==> src/rtl/core/lrcc_pkg.sv <==
// shared types, constants and reset values for the learning remote channel controller
// no dependencies; imported by lrcc_regs, lrcc_ctrl, lrcc_dp and the top level
package lrcc_pkg;

  localparam int unsigned TABLE_DEPTH_DEF = 16;
  localparam int unsigned CODE_W          = 32;
  localparam int unsigned KEY_W           = 4;
  localparam int unsigned ID_W            = CODE_W - KEY_W;
  localparam int unsigned CHAN_W          = 4;
  localparam int unsigned CFG_W           = 16;
  localparam int unsigned APB_AW          = 5;
  localparam int unsigned APB_DW          = 32;

  localparam logic [CFG_W-1:0] CNT_SAT = '1;

  localparam logic [CFG_W-1:0] RST_LEARN_MIN      = 16'd1000;
  localparam logic [CFG_W-1:0] RST_LEARN_MAX      = 16'd3000;
  localparam logic [CFG_W-1:0] RST_ERASE_MIN      = 16'd5000;
  localparam logic [CFG_W-1:0] RST_ERASE_MAX      = 16'd15000;
  localparam logic [CFG_W-1:0] RST_REPEAT_TIMEOUT = 16'd500;
  localparam logic [CFG_W-1:0] RST_BLINK_NORMAL   = 16'd1000;
  localparam logic [CFG_W-1:0] RST_BLINK_LEARN    = 16'd100;
  localparam logic [CFG_W-1:0] RST_ERASE_HOLD     = 16'd3000;

  typedef enum logic [2:0] {
    REG_LEARN_MIN,
    REG_LEARN_MAX,
    REG_ERASE_MIN,
    REG_ERASE_MAX,
    REG_REPEAT_TIMEOUT,
    REG_BLINK_NORMAL,
    REG_BLINK_LEARN,
    REG_ERASE_HOLD
  } reg_idx_e;

  typedef enum logic [2:0] {
    EV_NONE,
    EV_ACTION,
    EV_UNKNOWN,
    EV_LEARNED,
    EV_KNOWN,
    EV_LEARN_ENTER,
    EV_ERASED
  } event_e;

  typedef struct packed {
    logic [CFG_W-1:0] learn_min;
    logic [CFG_W-1:0] learn_max;
    logic [CFG_W-1:0] erase_min;
    logic [CFG_W-1:0] erase_max;
    logic [CFG_W-1:0] repeat_timeout;
    logic [CFG_W-1:0] blink_normal;
    logic [CFG_W-1:0] blink_learn;
    logic [CFG_W-1:0] erase_hold;
  } cfg_t;

  // controller to datapath
  typedef struct packed {
    logic capture;
    logic rd_en;
    logic compare;
    logic commit;
  } cmd_t;

  // datapath to controller
  typedef struct packed {
    logic need_search;
    logic table_empty;
    logic match;
    logic last_idx;
    logic out_free;
  } sts_t;

endpackage

==> src/rtl/core/lrcc_ram.sv <==
// generic single write port, single read port ram with registered read data
// no dependencies
module lrcc_ram #(
  parameter int unsigned WIDTH = 28,
  parameter int unsigned DEPTH = 16,
  localparam int unsigned AW   = (DEPTH > 1) ? $clog2(DEPTH) : 1
) (
  input  logic             clk_i,
  input  logic             we_i,
  input  logic [AW-1:0]    waddr_i,
  input  logic [WIDTH-1:0] wdata_i,
  input  logic             re_i,
  input  logic [AW-1:0]    raddr_i,
  output logic [WIDTH-1:0] rdata_o
);

  logic [WIDTH-1:0] mem_q [DEPTH];
  logic [WIDTH-1:0] rdata_q;

  always_ff @(posedge clk_i) begin
    if (we_i) begin
      mem_q[waddr_i] <= wdata_i;
    end
    if (re_i) begin
      rdata_q <= mem_q[raddr_i];
    end
  end

  assign rdata_o = rdata_q;

endmodule

==> src/rtl/core/lrcc_regs.sv <==
// apb configuration register file, eight 16-bit registers at word addresses
// depends on lrcc_pkg
module lrcc_regs (
  input  logic                        clk_i,
  input  logic                        rst_ni,
  input  logic                        psel,
  input  logic                        penable,
  input  logic                        pwrite,
  input  logic [lrcc_pkg::APB_AW-1:0] paddr,
  input  logic [lrcc_pkg::APB_DW-1:0] pwdata,
  output logic [lrcc_pkg::APB_DW-1:0] prdata,
  output logic                        pready,
  output lrcc_pkg::cfg_t              cfg_o
);
  import lrcc_pkg::*;

  cfg_t             cfg_q;
  reg_idx_e         idx;
  logic             wr_en;
  logic [CFG_W-1:0] wval;
  logic [CFG_W-1:0] rval;

  assign idx    = reg_idx_e'(paddr[APB_AW-1:2]);
  assign pready = 1'b1;
  assign wr_en  = psel & penable & pwrite;
  assign wval   = pwdata[CFG_W-1:0];

  always_ff @(posedge clk_i or negedge rst_ni) begin
    if (!rst_ni) begin
      cfg_q.learn_min      <= RST_LEARN_MIN;
      cfg_q.learn_max      <= RST_LEARN_MAX;
      cfg_q.erase_min      <= RST_ERASE_MIN;
      cfg_q.erase_max      <= RST_ERASE_MAX;
      cfg_q.repeat_timeout <= RST_REPEAT_TIMEOUT;
      cfg_q.blink_normal   <= RST_BLINK_NORMAL;
      cfg_q.blink_learn    <= RST_BLINK_LEARN;
      cfg_q.erase_hold     <= RST_ERASE_HOLD;
    end else if (wr_en) begin
      unique case (idx)
        REG_LEARN_MIN:      cfg_q.learn_min      <= wval;
        REG_LEARN_MAX:      cfg_q.learn_max      <= wval;
        REG_ERASE_MIN:      cfg_q.erase_min      <= wval;
        REG_ERASE_MAX:      cfg_q.erase_max      <= wval;
        REG_REPEAT_TIMEOUT: cfg_q.repeat_timeout <= wval;
        REG_BLINK_NORMAL:   cfg_q.blink_normal   <= wval;
        REG_BLINK_LEARN:    cfg_q.blink_learn    <= wval;
        REG_ERASE_HOLD:     cfg_q.erase_hold     <= wval;
        default:            cfg_q.erase_hold     <= cfg_q.erase_hold;
      endcase
    end
  end

  always_comb begin
    unique case (idx)
      REG_LEARN_MIN:      rval = cfg_q.learn_min;
      REG_LEARN_MAX:      rval = cfg_q.learn_max;
      REG_ERASE_MIN:      rval = cfg_q.erase_min;
      REG_ERASE_MAX:      rval = cfg_q.erase_max;
      REG_REPEAT_TIMEOUT: rval = cfg_q.repeat_timeout;
      REG_BLINK_NORMAL:   rval = cfg_q.blink_normal;
      REG_BLINK_LEARN:    rval = cfg_q.blink_learn;
      REG_ERASE_HOLD:     rval = cfg_q.erase_hold;
      default:            rval = '0;
    endcase
  end

  assign prdata = {{(APB_DW - CFG_W){1'b0}}, rval};
  assign cfg_o  = cfg_q;

endmodule

==> src/rtl/core/lrcc_ctrl.sv <==
// controller state machine: request capture, table search sequencing, result commit
// depends on lrcc_pkg
module lrcc_ctrl (
  input  logic                clk_i,
  input  logic                rst_ni,
  input  logic                in_valid_i,
  output logic                in_stall_o,
  input  lrcc_pkg::sts_t      sts_i,
  output lrcc_pkg::cmd_t      cmd_o
);
  import lrcc_pkg::*;

  typedef enum logic [2:0] {
    ST_IDLE,
    ST_DECIDE,
    ST_READ,
    ST_COMPARE,
    ST_COMMIT
  } state_e;

  state_e state_q;
  state_e state_d;

  always_comb begin
    state_d = state_q;
    cmd_o   = '0;
    unique case (state_q)
      ST_IDLE: begin
        if (in_valid_i) begin
          cmd_o.capture = 1'b1;
          state_d       = ST_DECIDE;
        end
      end
      ST_DECIDE: begin
        if (sts_i.need_search && !sts_i.table_empty) begin
          state_d = ST_READ;
        end else begin
          state_d = ST_COMMIT;
        end
      end
      ST_READ: begin
        cmd_o.rd_en = 1'b1;
        state_d     = ST_COMPARE;
      end
      ST_COMPARE: begin
        cmd_o.compare = 1'b1;
        if (sts_i.match || sts_i.last_idx) begin
          state_d = ST_COMMIT;
        end else begin
          state_d = ST_READ;
        end
      end
      ST_COMMIT: begin
        if (sts_i.out_free) begin
          cmd_o.commit = 1'b1;
          state_d      = ST_IDLE;
        end
      end
      default: state_d = ST_IDLE;
    endcase
  end

  always_ff @(posedge clk_i or negedge rst_ni) begin
    if (!rst_ni) begin
      state_q <= ST_IDLE;
    end else begin
      state_q <= state_d;
    end
  end

  assign in_stall_o = (state_q != ST_IDLE);

endmodule

==> src/rtl/core/lrcc_dp.sv <==
// datapath: tick state, learned id table, tick update logic and result register
// depends on lrcc_pkg and lrcc_ram
module lrcc_dp #(
  parameter int unsigned TABLE_DEPTH = lrcc_pkg::TABLE_DEPTH_DEF
) (
  input  logic                        clk_i,
  input  logic                        rst_ni,
  input  lrcc_pkg::cfg_t              cfg_i,
  input  lrcc_pkg::cmd_t              cmd_i,
  output lrcc_pkg::sts_t              sts_o,
  input  logic                        code_valid_i,
  input  logic [lrcc_pkg::CODE_W-1:0] code_i,
  input  logic                        key_down_i,
  output logic                        out_valid_o,
  input  logic                        out_stall_i,
  output logic [lrcc_pkg::CHAN_W-1:0] channels_o,
  output logic                        led_o,
  output logic                        mode_o,
  output logic                        busy_res_o,
  output logic [2:0]                  event_res_o
);
  import lrcc_pkg::*;

  localparam int unsigned IDX_W = (TABLE_DEPTH > 1) ? $clog2(TABLE_DEPTH) : 1;
  localparam int unsigned CNT_W = $clog2(TABLE_DEPTH + 1);
  localparam logic [CNT_W-1:0] CNT_FULL = CNT_W'(TABLE_DEPTH);

  // latched request
  logic              cv_q;
  logic [CODE_W-1:0] code_q;
  logic              kd_q;

  // search
  logic [IDX_W-1:0] idx_q;
  logic             found_q;
  logic [ID_W-1:0]  rd_id;

  // tick state
  logic [CHAN_W-1:0] chan_q, chan_d;
  logic              led_q, led_d;
  logic              lm_q, lm_d;
  logic [CODE_W-1:0] last_q, last_d;
  logic [CFG_W-1:0]  quiet_q, quiet_d;
  logic [CFG_W-1:0]  press_q, press_d;
  logic [CFG_W-1:0]  blink_q, blink_d;
  logic              first_q, first_d;
  logic [CNT_W-1:0]  count_q, count_d;
  logic [CFG_W-1:0]  hold_q, hold_d;
  event_e            ev_q, ev_d;
  logic              out_valid_q;

  logic              tbl_we;
  logic              do_blink;
  logic [CFG_W-1:0]  period;

  lrcc_ram #(
    .WIDTH (ID_W),
    .DEPTH (TABLE_DEPTH)
  ) u_table (
    .clk_i   (clk_i),
    .we_i    (tbl_we),
    .waddr_i (count_q[IDX_W-1:0]),
    .wdata_i (code_q[CODE_W-1:KEY_W]),
    .re_i    (cmd_i.rd_en),
    .raddr_i (idx_q),
    .rdata_o (rd_id)
  );

  assign sts_o.need_search = (hold_q == '0) && cv_q && (code_q != last_q);
  assign sts_o.table_empty = (count_q == '0);
  assign sts_o.match       = (rd_id == code_q[CODE_W-1:KEY_W]);
  assign sts_o.last_idx    = ((CNT_W'(idx_q) + 1'b1) >= count_q);
  assign sts_o.out_free    = !out_valid_q || !out_stall_i;

  // request latch and search index
  always_ff @(posedge clk_i) begin
    if (cmd_i.capture) begin
      cv_q   <= code_valid_i;
      code_q <= code_i;
      kd_q   <= key_down_i;
    end
  end

  always_ff @(posedge clk_i or negedge rst_ni) begin
    if (!rst_ni) begin
      idx_q   <= '0;
      found_q <= 1'b0;
    end else if (cmd_i.capture) begin
      idx_q   <= '0;
      found_q <= 1'b0;
    end else if (cmd_i.compare) begin
      if (sts_o.match) begin
        found_q <= 1'b1;
      end else begin
        idx_q <= idx_q + 1'b1;
      end
    end
  end

  // one tick of the controller, applied at commit
  always_comb begin
    chan_d   = chan_q;
    led_d    = led_q;
    lm_d     = lm_q;
    last_d   = last_q;
    quiet_d  = quiet_q;
    press_d  = press_q;
    blink_d  = blink_q;
    first_d  = first_q;
    count_d  = count_q;
    hold_d   = hold_q;
    ev_d     = EV_NONE;
    tbl_we   = 1'b0;
    do_blink = 1'b1;

    if (hold_q != '0) begin
      // erase hold: inputs ignored, led released on the last tick
      hold_d = hold_q - 1'b1;
      if (hold_d == '0) begin
        led_d = ~led_q;
      end else begin
        do_blink = 1'b0;
      end
    end else begin
      if (cv_q) begin
        quiet_d = '0;
        if (code_q != last_q) begin
          last_d = code_q;
          if (!lm_q) begin
            if (found_q) begin
              chan_d = chan_q ^ code_q[KEY_W-1:0];
              ev_d   = EV_ACTION;
            end else begin
              ev_d = EV_UNKNOWN;
            end
          end else begin
            if (found_q) begin
              ev_d = EV_KNOWN;
            end else if (count_q < CNT_FULL) begin
              tbl_we  = cmd_i.commit;
              count_d = count_q + 1'b1;
              ev_d    = EV_LEARNED;
            end else begin
              ev_d = EV_UNKNOWN;
            end
            lm_d = 1'b0;
          end
        end
      end else begin
        if (quiet_q >= cfg_i.repeat_timeout) begin
          last_d = '0;
        end
        if (quiet_q != CNT_SAT) begin
          quiet_d = quiet_q + 1'b1;
        end
      end

      if (kd_q) begin
        if (press_q != CNT_SAT) begin
          press_d = press_q + 1'b1;
        end
      end else begin
        if ((press_q > cfg_i.learn_min) && (press_q < cfg_i.learn_max)) begin
          lm_d = 1'b1;
          ev_d = EV_LEARN_ENTER;
        end else if ((press_q > cfg_i.erase_min) && (press_q < cfg_i.erase_max)) begin
          count_d = '0;
          ev_d    = EV_ERASED;
          hold_d  = cfg_i.erase_hold;
          if (cfg_i.erase_hold == '0) begin
            led_d = 1'b0;
          end else begin
            led_d    = 1'b1;
            do_blink = 1'b0;
          end
        end
        press_d = '0;
      end
    end

    period = lm_d ? cfg_i.blink_learn : cfg_i.blink_normal;
    if (do_blink) begin
      if (first_q || (blink_q >= period)) begin
        led_d   = ~led_d;
        blink_d = '0;
        first_d = 1'b0;
      end else begin
        blink_d = blink_q + 1'b1;
      end
    end
  end

  always_ff @(posedge clk_i or negedge rst_ni) begin
    if (!rst_ni) begin
      chan_q      <= '0;
      led_q       <= 1'b0;
      lm_q        <= 1'b0;
      last_q      <= '0;
      quiet_q     <= '0;
      press_q     <= '0;
      blink_q     <= '0;
      first_q     <= 1'b1;
      count_q     <= '0;
      hold_q      <= '0;
      ev_q        <= EV_NONE;
      out_valid_q <= 1'b0;
    end else if (cmd_i.commit) begin
      chan_q      <= chan_d;
      led_q       <= led_d;
      lm_q        <= lm_d;
      last_q      <= last_d;
      quiet_q     <= quiet_d;
      press_q     <= press_d;
      blink_q     <= blink_d;
      first_q     <= first_d;
      count_q     <= count_d;
      hold_q      <= hold_d;
      ev_q        <= ev_d;
      out_valid_q <= 1'b1;
    end else if (!out_stall_i) begin
      out_valid_q <= 1'b0;
    end
  end

  assign out_valid_o = out_valid_q;
  assign channels_o  = chan_q;
  assign led_o       = led_q;
  assign mode_o      = lm_q;
  assign busy_res_o  = (hold_q != '0);
  assign event_res_o = ev_q;

endmodule

==> src/rtl/core/learning_remote_channel_controller.sv <==
// top level of the learning remote channel controller
// depends on lrcc_pkg, lrcc_regs, lrcc_ctrl, lrcc_dp (which holds lrcc_ram)
//
//  channel | handshake                 | payload
//  --------+---------------------------+-----------------------------------------------
//  in      | in_valid_i / in_stall_o   | code_valid_i, code_i[31:0], key_down_i
//  out     | out_valid_o / out_stall_i | channels_o[3:0], led_o, mode_o, busy_res_o,
//          |                           | event_res_o[2:0]
//  config  | apb psel/penable/pready   | paddr[4:2] register index, pwdata[15:0]
//
// each request is one millisecond tick; it passes through capture, decide and commit,
// with a read and a compare for every learned id examined when a new code has to be
// looked up; the ids are read one at a time through the single read port of the id table
// asynchronous active-low reset clears all state but the latched request; table contents
// are not cleared, only the fill count, so no clearing pass is needed
// a new request is taken while the previous result still waits on out_stall_i;
// it is held at commit until that result has been taken
module learning_remote_channel_controller #(
  parameter int unsigned TABLE_DEPTH = lrcc_pkg::TABLE_DEPTH_DEF
) (
  input  logic                        clk_i,
  input  logic                        rst_ni,
  // request channel
  input  logic                        in_valid_i,
  output logic                        in_stall_o,
  input  logic                        code_valid_i,
  input  logic [lrcc_pkg::CODE_W-1:0] code_i,
  input  logic                        key_down_i,
  // result channel
  output logic                        out_valid_o,
  input  logic                        out_stall_i,
  output logic [lrcc_pkg::CHAN_W-1:0] channels_o,
  output logic                        led_o,
  output logic                        mode_o,
  output logic                        busy_res_o,
  output logic [2:0]                  event_res_o,
  // configuration port
  input  logic                        psel,
  input  logic                        penable,
  input  logic                        pwrite,
  input  logic [lrcc_pkg::APB_AW-1:0] paddr,
  input  logic [lrcc_pkg::APB_DW-1:0] pwdata,
  output logic [lrcc_pkg::APB_DW-1:0] prdata,
  output logic                        pready
);
  import lrcc_pkg::*;

  cfg_t cfg;
  cmd_t cmd;
  sts_t sts;

  // register file; to be written only while no request is in flight, which the block does not enforce
  lrcc_regs u_regs (
    .clk_i   (clk_i),
    .rst_ni  (rst_ni),
    .psel    (psel),
    .penable (penable),
    .pwrite  (pwrite),
    .paddr   (paddr),
    .pwdata  (pwdata),
    .prdata  (prdata),
    .pready  (pready),
    .cfg_o   (cfg)
  );

  // sequencer: capture, walk the id table, commit when the result slot is free
  lrcc_ctrl u_ctrl (
    .clk_i      (clk_i),
    .rst_ni     (rst_ni),
    .in_valid_i (in_valid_i),
    .in_stall_o (in_stall_o),
    .sts_i      (sts),
    .cmd_o      (cmd)
  );

  // tick state, id table and result register
  lrcc_dp #(
    .TABLE_DEPTH (TABLE_DEPTH)
  ) u_dp (
    .clk_i        (clk_i),
    .rst_ni       (rst_ni),
    .cfg_i        (cfg),
    .cmd_i        (cmd),
    .sts_o        (sts),
    .code_valid_i (code_valid_i),
    .code_i       (code_i),
    .key_down_i   (key_down_i),
    .out_valid_o  (out_valid_o),
    .out_stall_i  (out_stall_i),
    .channels_o   (channels_o),
    .led_o        (led_o),
    .mode_o       (mode_o),
    .busy_res_o   (busy_res_o),
    .event_res_o  (event_res_o)
  );

endmodule
==> config.mk <==
export PLATFORM = sky130hd
export DESIGN_NAME = learning_remote_channel_controller
export DESIGN_NICKNAME = d
export VERILOG_FILES = /design/src/rtl/core/lrcc_pkg.sv /design/src/rtl/core/lrcc_ram.sv /design/src/rtl/core/lrcc_regs.sv /design/src/rtl/core/lrcc_ctrl.sv /design/src/rtl/core/lrcc_dp.sv /design/src/rtl/core/learning_remote_channel_controller.sv
export SDC_FILE = /design/constraint.sdc
export NUM_CORES = 1
export LEC_CHECK = 0
export BUFFER_PORTS_ARGS = -buffer_cell sky130_fd_sc_hd__buf_2
export CORE_AREA = 2 2 374 376
export DETAILED_ROUTE_END_ITERATION = 7
export DIE_AREA = 0 0 376 378
export PLACE_DENSITY = 0.49
export SKIP_LAST_GASP = 1
export SLEW_MARGIN = 20
export SYNTH_ARGS = -nofsm -noshare
export SYNTH_HDL_FRONTEND = slang
export SYNTH_HIERARCHICAL = 1
export SYNTH_SLANG_ARGS = --single-unit
==> constraint.sdc <==
create_clock -name clk_i -period 5.4 [get_ports clk_i]
set_input_delay 0.27 -clock clk_i [delete_from_list [all_inputs] [get_ports clk_i]]
set_output_delay 0.27 -clock clk_i [all_outputs]
set_load 0.1 [all_outputs]
Yosys cells after proc, flatten, opt, wreduce, memory -nomap -nowiden:

Memories as Yosys holds them, arrays and structs flattened. A register that Yosys moved wholly into a read port is not among the register bits.
Index checks and enable logic that the tools add are counted.

* reductions and logical operators: 43
* multiplexer cells: 78
* equal/unequal tests: 23
* add/sub/neg operators: 7
* bitwise gates (word level): 7
* order comparisons: 8

Operator list (count)
* 16-bit 2-to-1 mux: 10
* 16-bit one-hot mux with 8 select lines: 1
* 32-bit 2-to-1 mux: 3
* 16-bit by 1-bit adder with 16-bit output, second input constant: 3
* 16-bit logical NOT: 3
* 5-bit 2-to-1 mux: 8
* 1-bit 2-to-1 mux: 39
* 3-bit 2-to-1 mux: 12
* 16-bit greater-or-equal comparator: 2
* 16-bit > comparator: 2
* 16-bit < comparator: 2
* 16-bit inequality test, second input constant: 2
* 32-bit inequality test: 1
* 28-bit equality test: 1
* 2-bit AND reduction: 13
* 16-bit nonzero test: 1
* 16-bit by 1-bit subtractor with 16-bit output, second input constant: 1
* 3-bit equality test, second input constant: 5
* 3-bit one-hot mux with 5 select lines: 1
* 2-bit inequality test, second input constant: 7
* 3-bit by 2-bit equality test with 1-bit output, second input constant: 4
* 4-bit 2-to-1 mux: 3
* 2-bit nonzero test: 5
* 3-bit AND reduction: 3
* other kinds (19): 34

* memories kept: 1
* output and inout bits: 45
* input bits: 78
* register bits after elaboration: 282
* logic and storage cells: 193
* memory bits (writable): 448

Memories
* u_dp.u_table.mem_q: words 16, width 28, read ports 1, clocked after memory_dff 1, wr ports 1, RTL line lrcc_ram.sv:17 `logic [WIDTH-1:0] mem_q [DEPTH];`

Logic depth before layout (Yosys ltp):

* word-level depth: 12
* depth in mapped cells: 21
* depth with buffers taken out: 19

Modules after synthesis:

Netlist, hierarchy kept.

Modules (own cells, without submodules)
* lrcc_ram: times used 1, area an instance 17803.3 µm², cells each 735, sequential area each 14293.7 µm²
* lrcc_dp: times used 1, area an instance 10184.8 µm², cells each 1071, sequential area each 3950.0 µm²
* lrcc_regs: times used 1, area an instance 6080.8 µm², cells each 436, sequential area each 3261.9 µm²
* lrcc_ctrl: times used 1, area an instance 190.2 µm², cells each 22, sequential area each 75.1 µm²

Worst setup path after synthesis:

OpenSTA, ideal clock, no wires.

* path kind: flip-flop to flip-flop
* start point: register u_dp.hold_q[0]
* end point: memory u_dp.u_table.mem_q[0][0] (enable)
* cell stages (with the launch flop): 10
* path buffers: 0
* clock period less this slack: 5.131 ns
* setup slack: 0.269 ns
* data required time: 4.952 ns
* arrival time: 4.682 ns
* library setup time: 0.448 ns
* cell sequence: dfrtp_1 > inv_1 > ha_1 > or4b_4 > nor2_2 > nand4b_1 > nor2_1 > and2_1 > or3b_2 > nor3_1

* cells in the longest elaborated chain, start to end: 4

Ends and longest elaborated chain
* start, declared: RTL line lrcc_dp.sv:48 `logic [CFG_W-1:0] hold_q, hold_d;`
* start signal, assigned: RTL line lrcc_dp.sv:217 `hold_q <= hold_d;`
* 16-bit nonzero test: RTL line lrcc_dp.sv:116 `if (hold_q != '0) begin`
* 1-bit 2-to-1 mux: RTL line lrcc_dp.sv:116
* via u_dp.tbl_we: RTL line lrcc_dp.sv:52 `logic tbl_we;`
* 1-bit 2-to-1 mux: RTL line lrcc_ram.sv:21 `if (we_i) begin`
* 1-bit 2-to-1 mux (implied by the code): RTL line lrcc_ram.sv:22 `mem_q[waddr_i] <= wdata_i;`
* end, declared: RTL line lrcc_ram.sv:17

The timed path passes the listed nets, and every way through them passes these cells.

Worst setup path in the final report:

* start point: register u_regs.cfg_q (netlist bit u_regs/cfg_o[103])
* end point: register u_dp.blink_q[12]

* cells in the longest elaborated chain, start to end: 9
* elaborated cells between the ends (all ways): 13
* classes of those cells: order compare (2); mux (8); reduce/logical (3)

Ends and longest elaborated chain
* start, declared: RTL line lrcc_regs.sv:17 `cfg_t cfg_q;`
* 16-bit < comparator (*): RTL line lrcc_dp.sv:163 `if ((press_q > cfg_i.learn_min) && (press_q < cfg_i.learn_max)) begin`
* 1-bit logical AND (*): RTL line lrcc_dp.sv:163
* 1-bit 2-to-1 mux: RTL line lrcc_dp.sv:163
* 1-bit 2-to-1 mux: RTL line lrcc_dp.sv:158 `if (kd_q) begin`
* 1-bit 2-to-1 mux: RTL line lrcc_dp.sv:116
* 16-bit 2-to-1 mux: RTL line lrcc_dp.sv:181 `period = lm_d ? cfg_i.blink_learn : cfg_i.blink_normal;`
* 16-bit greater-or-equal comparator: RTL line lrcc_dp.sv:183 `if (first_q || (blink_q >= period)) begin`
* 1-bit logical OR: RTL line lrcc_dp.sv:183
* 16-bit 2-to-1 mux: RTL line lrcc_dp.sv:183
* end signal, assigned: RTL line lrcc_dp.sv:214 `blink_q <= blink_d;`
* end, declared: RTL line lrcc_dp.sv:45 `logic [CFG_W-1:0] blink_q, blink_d;`

Mark *: on every way between the ends. The rest lies on a longest branch, timed or not.
A chain may end at the register's enable or synchronous reset.

==> flow_metrics.py <==
metrics = {
    "critical_path": {
        "crit_fanout": 16,
        "slowest_delay_ns": 0.54,
        "crit_path_top_delay_cell": "dfstp_2",
        "cp-start-kind": "flip-flop",
        "path_class": "reg -> reg",
        "required_ns": 5.96,
        "cp_cell_sequence": "inv_1, ha_1, a21oi_1, o21a_1, o31ai_1, buf_4, a221oi_1, o21ai_0, nor2_1, a21oi_2, buf_4, mux2_2, ha_1, nand2b_1, a21o_1, a21oi_1, o21ai_0, a21o_2, a2111oi_4, a22o_1",
        "r2r_end": "u_dp/blink_q[12]$_DFFE_PN0P_",
        "rrSetupSlack_ns": 0.42,
        "worst_r2r_path_depth": 20,
        "arrival_ns": 5.54,
        "regToRegStartpoint": "u_regs/cfg_o[103]$_DFFE_PN1P_",
        "critPathCaptureType": "flip-flop",
    },
    "synthesis": {
        "ys_ff_latch": 758,
        "ys.flop_type": "edfxtp_1",
        "synth_compound_area_share_pct": 7.21,
        "synth_simple_gate_area_share_pct": 6.41,
        "synth_xor_area_share_pct": 2.35,
        "synthArstFlopShare_pct": 32.7,
        "yosys_warnings": 6,
        "synth_edf_count": 510,
        "synth_area_mm2": 0.0343,
        "synth_top_area_share_pct": 44.7,
        "synthAdderAreaFrac_pct": 3.91,
        "synth_top_area_cell": "edfxtp_1",
        "synthMuxAreaShare_pct": 13.9,
        "syn_area_per_cell_um2": 15.1,
        "postSynthCellCount": 2264,
        "synth_top_family_by_area": "multiplexers",
        "yosysUniqueCellTypes": 91,
        "synthTopCellsByArea": "edfxtp_1 (45%), dfrtp_1 (15%), mux4_2 (6.4%)",
        "synth_common_cells": "edfxtp_1 (510), dfrtp_1 (200), mux2_2 (122), inv_1 (120), ha_1 (107)",
        "synth.most_common_cell": "edfxtp_1",
        "yosysSeqAreaShare_pct": 63.0,
    },
    "cells_and_area": {
        "final_cells": 4366,
        "drive_gt1_share_pct": 25.0,
        "nets": 2672,
        "final_cell_area_mm2": 0.0405,
        "area_growth_pct": 18.3,
        "fillCellCount": 13898,
    },
    "global_route": {
        "grt_overflow": 0,
        "grt_max_degree": 104,
        "grt_use_total_pct": 13.6,
        "antenna_found_initial": 1,
        "grt_pass1_wl_um": 143000,
        "grt_pass1_vias": 21055,
    },
    "hold_path": {
        "whs_path_depth": 2,
        "min_path_type": "in -> reg",
        "holdPathEnd": "u_regs/cfg_o[94]$_DFFE_PN0P_",
        "hp-start": "pwdata[14]",
    },
    "sta": {
        "hold_violations": 0,
        "fin_crit_ns": 4.98,
        "rsz0062_at_grt": "false",
        "skew_ns": 0.0437,
        "worst_pin_slew_ns": 1.14,
        "max_freq_ghz": 0.201,
        "maxSlewViolCount": 0,
        "slew-limit-headroom_pct": 23.9,
        "finalCritPeriodShare_pct": 92.2,
        "setup_violations": 0,
        "fin_setup_tns_ns": 0,
    },
    "routing": {
        "num_vias": 20398,
        "routed_wirelength_um": 97600,
        "drtIter0Drc": 1444,
        "viasPerCell": 4.67,
        "drt-pass1-iter-count": 5,
        "drc_errors": 0,
        "drtAntennaViolNets": 0,
        "wl_per_cell_um": 22.3,
    },
    "die": {
        "ios": 123,
        "fp.dieH_um": 378,
        "coreArea_mm2": 0.139,
        "die_x_um": 376,
        "row_count": 137,
        "die-area_mm2": 0.142,
        "start_util_pct": 24.7,
    },
    "placement": {
        "port_buffers": 87,
        "dp_hpwl_um": 62100,
        "placed_cell_area_mm2": 0.0373,
        "gp_congestion": 0.812,
        "dp.cells": 4163,
    },
    "clock_tree": {
        "cts.reportedPaths.clkPinSlew_ns": 0.06,
        "tritoncts": "yes",
        "clk_latency_ns": 0.66,
        "root_buffer": "clkbuf_16",
        "numCtsBuffers": 83,
        "cts_buffer_depth": 3,
        "cts.sinks": 758,
        "htreeDepth": 3,
        "cts_setup_buffers": 0,
    },
    "job": {
        "drv_cap": 0,
    },
    "status": {
        "status": "finished clean",
    },
    "power_and_ir_drop": {
        "ir_drop_v": 0.000248,
        "powerDensity_mw_per_mm2": 400,
        "cellLeakagePower_nw": 14.9,
    },
}
stage by stage:
step	total power, mW	hold WS (ns)	setup slack [ns]	util, %
after global placement	10.6	0.399	0.423	26.9
after global routing	17.0	0.0203	0.0941	29.3
after detailed placement	10.6	0.394	0.386	26.9
after CTS	16.4	0.00135	0.318	29.2
final	16.2	0.0367	0.420	29.3
after floorplan	9.43	-0.0256	0.269	-
metal layers:
layer | routed length, um | GRT usage, %
met4 | 2730 | 4.16
met1 | 43700 | 18.3
met2 | 46600 | 22.4
met3 | 4540 | 2.20
met5 | 0 | 0
power by group:
group | switching, mW | internal, mW | leakage, nW
Clock | 2.44 | 3.31 | 1.34
Combinational | 1.89 | 1.12 | 5.89
Sequential | 0.553 | 6.91 | 7.69
Total | 4.88 | 11.3 | 14.9
sequential cells by signal (all words and copies together) (netlist names), 5 cells and up:
register,cells
u_dp/blink_q,16
u_dp/count_q,5
u_dp/code_q,32
u_dp/u_table/mem_q,448
u_dp/u_table/rdata_o,28
u_dp/quiet_q,16
u_dp/hold_q,16
u_regs/cfg_o,128
u_dp/last_q,32
u_dp/press_q,16
kinds of logic after synthesis:
group | after synthesis
xor+xnor | 92
flops | 758
other cells | 2
compound gates | 349
buf+inv | 227
mux | 309
simple gates | 420
fa+ha+maj | 107
layout by cell type (no fill, tap or decap), types with 16 or more instances in the layout:
cell type and count:
dfstp_2 48, nand2_1 86, o21ai_0 50, nand3_1 43, inv_1 120, nor3_1 25
dfrtp_1 198, a21o_1 16, clkbuf_16 85, a21oi_1 62, a22o_1 41, conb_1 17
mux2_2 122, xnor2_1 28, mux2i_1 65, clkbuf_1 27, dlygate4sd3_1 46, ha_1 107
nor2_1 86, mux4_2 97, nand4_1 33, o22ai_1 23, xor2_1 64, buf_2 86
edfxtp_1 510, buf_4 95, a22oi_1 58, nor2_4 16, nor4_1 21
what timing repair did:
item	CTS	global route
endpoints found under the hold margin	186	1
hold buffers	45	1
gates resized for setup	0	1
setup endpoints to repair	0	1
critical path: cells and delay by family (launching register included):
family | cells | cell delay, ns
compound gates | 12 | 2.66
simple gates | 2 | 0.37
buf+inv | 3 | 0.40
flops | 1 | 0.54
fa+ha+maj | 2 | 0.58
mux | 1 | 0.29
how the worst max path moves through the flow:
stage / to / cells past startpoint / from
4_1_cts: u_dp/blink_q[9]$_DFFE_PN0P_ / 22 / u_regs/cfg_o[103]$_DFFE_PN1P_
5_1_grt: u_dp/blink_q[9]$_DFFE_PN0P_ / 22 / u_regs/cfg_o[103]$_DFFE_PN1P_
2_1_floorplan: u_dp/u_table/mem_q[0][0]$_DFFE_PP_ / 9 / u_dp/hold_q[0]$_DFFE_PN0P_
3_3_place_gp: u_dp/blink_q[9]$_DFFE_PN0P_ / 22 / u_regs/cfg_o[99]$_DFFE_PN1P_
6_report: u_dp/blink_q[12]$_DFFE_PN0P_ / 20 / u_regs/cfg_o[103]$_DFFE_PN1P_
3_5_place_dp: u_dp/blink_q[12]$_DFFE_PN0P_ / 20 / u_regs/cfg_o[103]$_DFFE_PN1P_
final cells by class:
type / count / area, um^2 / area share (%)
Clock buffer: 121 / 2350 / 5.80
Inverter: 120 / 450 / 1.11
Antenna cell: 3 / 7.51 / 0.0185
Multi-Input combinational cell: 1294 / 11800 / 29.1
Sequential cell: 758 / 21600 / 53.3
Clock inverter: 33 / 420 / 1.04
Tap cell: 1807 / 2260 / 5.58
Timing Repair Buffer: 230 / 1660 / 4.09
Power figures use the tool's default switching activity.
